File: config.mk
export PLATFORM = sky130hd
export DESIGN_NAME = spfs_ctrl
export DESIGN_NICKNAME = d
export VERILOG_FILES = /design/src/rtl/spfs_pkg.sv /design/src/rtl/spfs_ctrl.sv
export SDC_FILE = /design/constraint.sdc
export NUM_CORES = 1
export LEC_CHECK = 0
export BUFFER_PORTS_ARGS = -buffer_cell sky130_fd_sc_hd__buf_2
export CAP_MARGIN = 20
export CELL_PAD_IN_SITES_DETAIL_PLACEMENT = 1
export CELL_PAD_IN_SITES_GLOBAL_PLACEMENT = 2
export CORE_MARGIN = 5
export CORE_UTILIZATION = 27
export DETAILED_ROUTE_END_ITERATION = 6
export GPL_TIMING_DRIVEN = 0
export HOLD_SLACK_MARGIN = 0.15
export PLACE_DENSITY = 0.81
export SYNTH_ARGS = -nofsm -noshare
export SYNTH_HDL_FRONTEND = slang
export SYNTH_SLANG_ARGS = --single-unit
File: constraint.sdc
create_clock -name clk -period 1.9 [get_ports clk]
set_input_delay 0.095 -clock clk [delete_from_list [all_inputs] [get_ports clk]]
set_output_delay 0.095 -clock clk [all_outputs]
set_load 0.02 [all_outputs]
File: src/rtl/spfs_pkg.sv
// Shared types and constants for the smallest-prime-factor sieve.
// Used by the controller, the datapath, the top level and the checker.
// Depends on nothing.
package spfs_pkg;

	localparam int unsigned VW          = 13;
	localparam int unsigned CW          = VW + 1;
	localparam int unsigned VAL_MAX     = (1 << VW) - 1;
	localparam int unsigned MAX_N_DEF   = 4096;
	localparam logic [VW-1:0] LIMIT_RST = VW'(4096);

	localparam logic CMD_BUILD = 1'b0;
	localparam logic CMD_QUERY = 1'b1;

	localparam logic [1:0] ST_OK      = 2'd0;
	localparam logic [1:0] ST_RANGE   = 2'd1;
	localparam logic [1:0] ST_UNBUILT = 2'd2;

	typedef struct packed {
		logic start_build;
		logic start_query;
		logic init_step;
		logic p_read;
		logic p_next;
		logic mark_begin;
		logic mark_step;
		logic load_build;
		logic load_query;
	} spfs_cmd_t;

	typedef struct packed {
		logic init_last;
		logic p_over;
		logic p_is_prime;
		logic mark_done;
	} spfs_stat_t;

endpackage

File: src/rtl/spfs_ctrl.sv
// Controller state machine of the smallest-prime-factor sieve.
// Sequences build and query transactions and owns the handshakes.
// Depends on spfs_pkg.
module spfs_ctrl (
	input  logic                 clk,
	input  logic                 arst_n,
	input  logic                 in_valid,
	output logic                 in_ready,
	input  logic                 command,
	output logic                 out_valid,
	input  logic                 out_ready,
	input  spfs_pkg::spfs_stat_t stat,
	output spfs_pkg::spfs_cmd_t  cmd
);

	typedef enum logic [6:0] {
		S_IDLE = 7'b0000001,
		S_INIT = 7'b0000010,
		S_PRD  = 7'b0000100,
		S_PCHK = 7'b0001000,
		S_MARK = 7'b0010000,
		S_FIN  = 7'b0100000,
		S_QRES = 7'b1000000
	} state_t;

	state_t state_q;
	state_t state_d;
	logic   out_valid_q;
	logic   out_free;
	logic   load;

	assign in_ready  = (state_q == S_IDLE);
	assign out_valid = out_valid_q;
	assign out_free  = !out_valid_q || out_ready;
	assign load      = cmd.load_build || cmd.load_query;

	always_comb begin
		state_d = state_q;
		cmd     = '0;
		case (state_q)
			S_IDLE: begin
				if (in_valid) begin
					if (command == spfs_pkg::CMD_QUERY) begin
						cmd.start_query = 1'b1;
						state_d         = S_QRES;
					end else begin
						cmd.start_build = 1'b1;
						state_d         = S_INIT;
					end
				end
			end
			S_INIT: begin
				cmd.init_step = 1'b1;
				if (stat.init_last) begin
					state_d = S_PRD;
				end
			end
			S_PRD: begin
				if (stat.p_over) begin
					state_d = S_FIN;
				end else begin
					cmd.p_read = 1'b1;
					state_d    = S_PCHK;
				end
			end
			S_PCHK: begin
				if (stat.p_is_prime) begin
					cmd.mark_begin = 1'b1;
					state_d        = S_MARK;
				end else begin
					cmd.p_next = 1'b1;
					state_d    = S_PRD;
				end
			end
			S_MARK: begin
				if (stat.mark_done) begin
					cmd.p_next = 1'b1;
					state_d    = S_PRD;
				end else begin
					cmd.mark_step = 1'b1;
				end
			end
			S_FIN: begin
				if (out_free) begin
					cmd.load_build = 1'b1;
					state_d        = S_IDLE;
				end
			end
			S_QRES: begin
				if (out_free) begin
					cmd.load_query = 1'b1;
					state_d        = S_IDLE;
				end
			end
			default: begin
				state_d = S_IDLE;
			end
		endcase
	end

	always_ff @(posedge clk or negedge arst_n) begin
		if (!arst_n) begin
			state_q     <= S_IDLE;
			out_valid_q <= 1'b0;
		end else begin
			state_q <= state_d;
			if (load) begin
				out_valid_q <= 1'b1;
			end else if (out_ready) begin
				out_valid_q <= 1'b0;
			end
		end
	end

endmodule

==> out/qor.yml <==
critPathCapture: "cmd[8]"
drtIter0Drc: 5
period_minus_slack_ns: 1.87
power_w: 0.00110
hold-worst-slack_ns: 0.182
drc: 0
gp_routability_congestion: 0.672
clock_path_buffers: 2
cap_viol_max_count: 0
grt_start_max_net_pins: 11
critPathArrivalTime_ns: 1.77
cts.clk_slew.worst_paths_ns: 0.07
rows: 17
drive_above_1_share_pct: 51.4
grt_pass1_wl_mm: 2.83
fin_nets: 115
syn_area_um2: 601
cp_max_fo: 4
diodes: 0
design.core.area_mm2: 0.00217
vias: 636
ant_nets: 0
cp-start-kind: "flop"
nFillCells: 275
relSlewSlack_pct: 78.2
ys_seq_area_share_pct: 33.5
worst_skew_pair.late_latency_ns: 0.26
switchingPower_w: 0.000451
peakVddDrop_v: 0.000640
portBuffers: 19
regArea_um2: 204
combinationalPowerShare_pct: 62.5
worst_setup_path_end_kind: "output port"
slew_violations: 0
min_delay_path_depth: 4
netlist_instances: 67
clkPwrFrac_pct: 13.8
wl_per_cell_um: 13.8
die_x_um: 57.2
multiInputGateArea_um2: 408
setup_viol: 0
start_util_pct: 27.7
crit_type: "flop to output port"
p_int_w: 0.000650
dpl.hpwl_mm: 1.26
p_leak_nw: 0.496
clock_skew_ns: 0.00694
crit_start: "state_q[5]$_DFFE_PN0P_"
wirelength_mm: 1.83
hp-start: "out_ready"
fmax_ghz: 0.536
antenna_found_initial: 0
yosys_register_bits: 8
cts_htree_levels: 1
routed_via_density: 4.78
hold_viol: 0
grt_pass1_vias: 638
seqPwrFrac_pct: 23.7
r2r_start: "state_q[2]$_DFFE_PN0P_"
cts_tree: "built"
r2r_cells: 5
rsz0062_at_grt: "yes"
avgSynthCellArea_um2: 8.96
first_pass_iters: 2
die-area_mm2: 0.00327
grt-ovfl-total: 0
syn_to_final_growth_pct: 59.6
p_per_area_mw_per_mm2: 1150
outcome: "finished, final reports clean"
worstMarginPinSlew_ns: 0.326
synth_nets: 76
finalCritPeriodShare_pct: 98.2
worstReg2RegEnd: "state_q[2]$_DFFE_PN0P_"
worst_ep_required_time_ns: 1.80
r2r_slack_ns: 0.21
swShare_pct: 41.0
cts.root.buffer_cell: "clkbuf_4"
cts.sinks: 8
worstHoldPathType: "input pin to flop"
grt_usage_pct: 10.9
synthDistinctLibCells: 32
synth_warnings: 0
io_pins: 20
cts_buffers: 3
die_h_um: 57.2
-- worst min path at each step --
| stage | end | slack (ns) |
|---|---|---|
| 2_1_floorplan | out_valid$_DFFE_PN0P_ | -0.20 |
| 3_3_place_gp | out_valid$_DFFE_PN0P_ | -0.05 |
| 3_5_place_dp | out_valid$_DFFE_PN0P_ | -0.04 |
| 4_1_cts | state_q[6]$_DFFE_PN0P_ | 0.18 |
| 5_1_grt | out_valid$_DFFE_PN0P_ | 0.20 |
| 6_report | state_q[5]$_DFFE_PN0P_ | 0.18 |
-- stage by stage --
stage | util (%) | TNS (ns) | std cells | setup slack [ns] | instance area [µm²]
floorplan | - | 0 | 67 | 0.0934 | 601
global placement | 33.7 | 0 | 114 | 0.0757 | 731
detailed placement | 33.7 | -0.00969 | 114 | -0.00969 | 731
CTS | 40.4 | -0.00993 | 126 | -0.00514 | 877
global route | 44.2 | -0.181 | 133 | -0.0462 | 958
finish | 44.2 | 0 | 133 | 0.0335 | 958
-- registers in the layout, summed over array words and instances (netlist names) --
name and cells:
state_q 7, out_valid 1
-- logic make-up (layout without fill, tap and decap cells) --
| logic type | Yosys count | after routing | share of synthesized area (%) |
|---|---|---|---|
| AO/OA/AOI/OAI | 12 | 12 | 13.3 |
| AND/OR/NAND/NOR | 37 | 37 | 43.3 |
| XOR/XNOR | 2 | 2 | 2.92 |
| buffers and inverters | 8 | 46 | 6.88 |
| flip-flops | 8 | 8 | 33.5 |
-- power by group through the flow --
| stage | clock, W | combinational (W) | sequential (W) |
|---|---|---|---|
| after floorplan | 0 | 0.000348 | 0.000249 |
| after global placement | 0 | 0.000463 | 0.000247 |
| after detailed placement | 0 | 0.000474 | 0.000248 |
| after global routing | 0.000161 | 0.000757 | 0.000267 |
| after CTS | 0.000155 | 0.000593 | 0.000261 |
| final | 0.000152 | 0.000687 | 0.000261 |
-- cell usage in the layout, fill, tap and decap left out, drive strengths merged, types with 3 or more instances in the layout --
| cell | instances |
|---|---|
| and3b | 3 |
| buf | 34 |
| clkbuf | 5 |
| dfrtp | 7 |
| dlygate4sd3 | 4 |
| inv | 3 |
| nand2b | 3 |
| nor2 | 6 |
| nor2b | 3 |
| nor3 | 5 |
| nor3b | 4 |
| o22ai | 3 |
| or2 | 3 |
-- per-layer routing --
metal	track usage (%)	up-vias	wire length (µm)
met5	0	-	0
met4	1.99	0	0
met1	14.3	304	864
met2	18.3	14	878
li1	-	318	-
met3	2.71	0	91
-- area by class of cell --
type	count	area share (%)
Timing Repair Buffer	35	25.6
Multi-Input combinational cell	51	42.6
Sequential cell	8	21.3
Tap cell	28	3.66
Clock buffer	4	2.74
Buffer	4	3.00
Inverter	3	1.17
-- critical path, stage by stage, from the launching register on --
cell     delay [ns]
dfrtp_1        0.38
buf_6          0.12
or4_4          0.50
nor3_4         0.16
and3b_2        0.23
buf_6          0.12
-- synthesized netlist by cell type, drive strengths merged --
| cell type | instances | area share [%] |
|---|---|---|
| o21ai | 2 | 1.7 |
| and4b | 2 | 3.3 |
| nor3b | 4 | 5.8 |
| nand2b | 3 | 3.1 |
| xor2 | 2 | 2.9 |
| a21oi | 2 | 1.7 |
| or2 | 3 | 3.1 |
| o2bb2ai | 1 | 1.5 |
| clkbuf | 3 | 1.9 |
| a32o | 1 | 1.7 |
| o22ai | 3 | 3.1 |
| inv | 3 | 1.9 |
| nand3 | 2 | 1.7 |
| a21o | 2 | 2.5 |
| dfstp | 1 | 4.4 |
| nand4b | 2 | 2.9 |
| nor2 | 6 | 3.7 |
| nand3b | 1 | 1.3 |
| nor2b | 3 | 3.1 |
| buf | 2 | 3.1 |
| and3b | 3 | 4.4 |
| or4 | 1 | 1.9 |
| or3 | 1 | 1.0 |
| nor3 | 5 | 6.9 |
| a22oi | 1 | 1.3 |
| dfrtp | 7 | 29 |
| and3 | 1 | 1.0 |
-- what timing repair did --
action	CTS	global route
pin swaps	4	4
hold endpoints to repair	12	0
hold buffers	4	0
setup endpoints to repair	8	6
gates resized for setup	13	10
setup buffers	5	7
No activity file was read; power rests on OpenSTA's default activity.
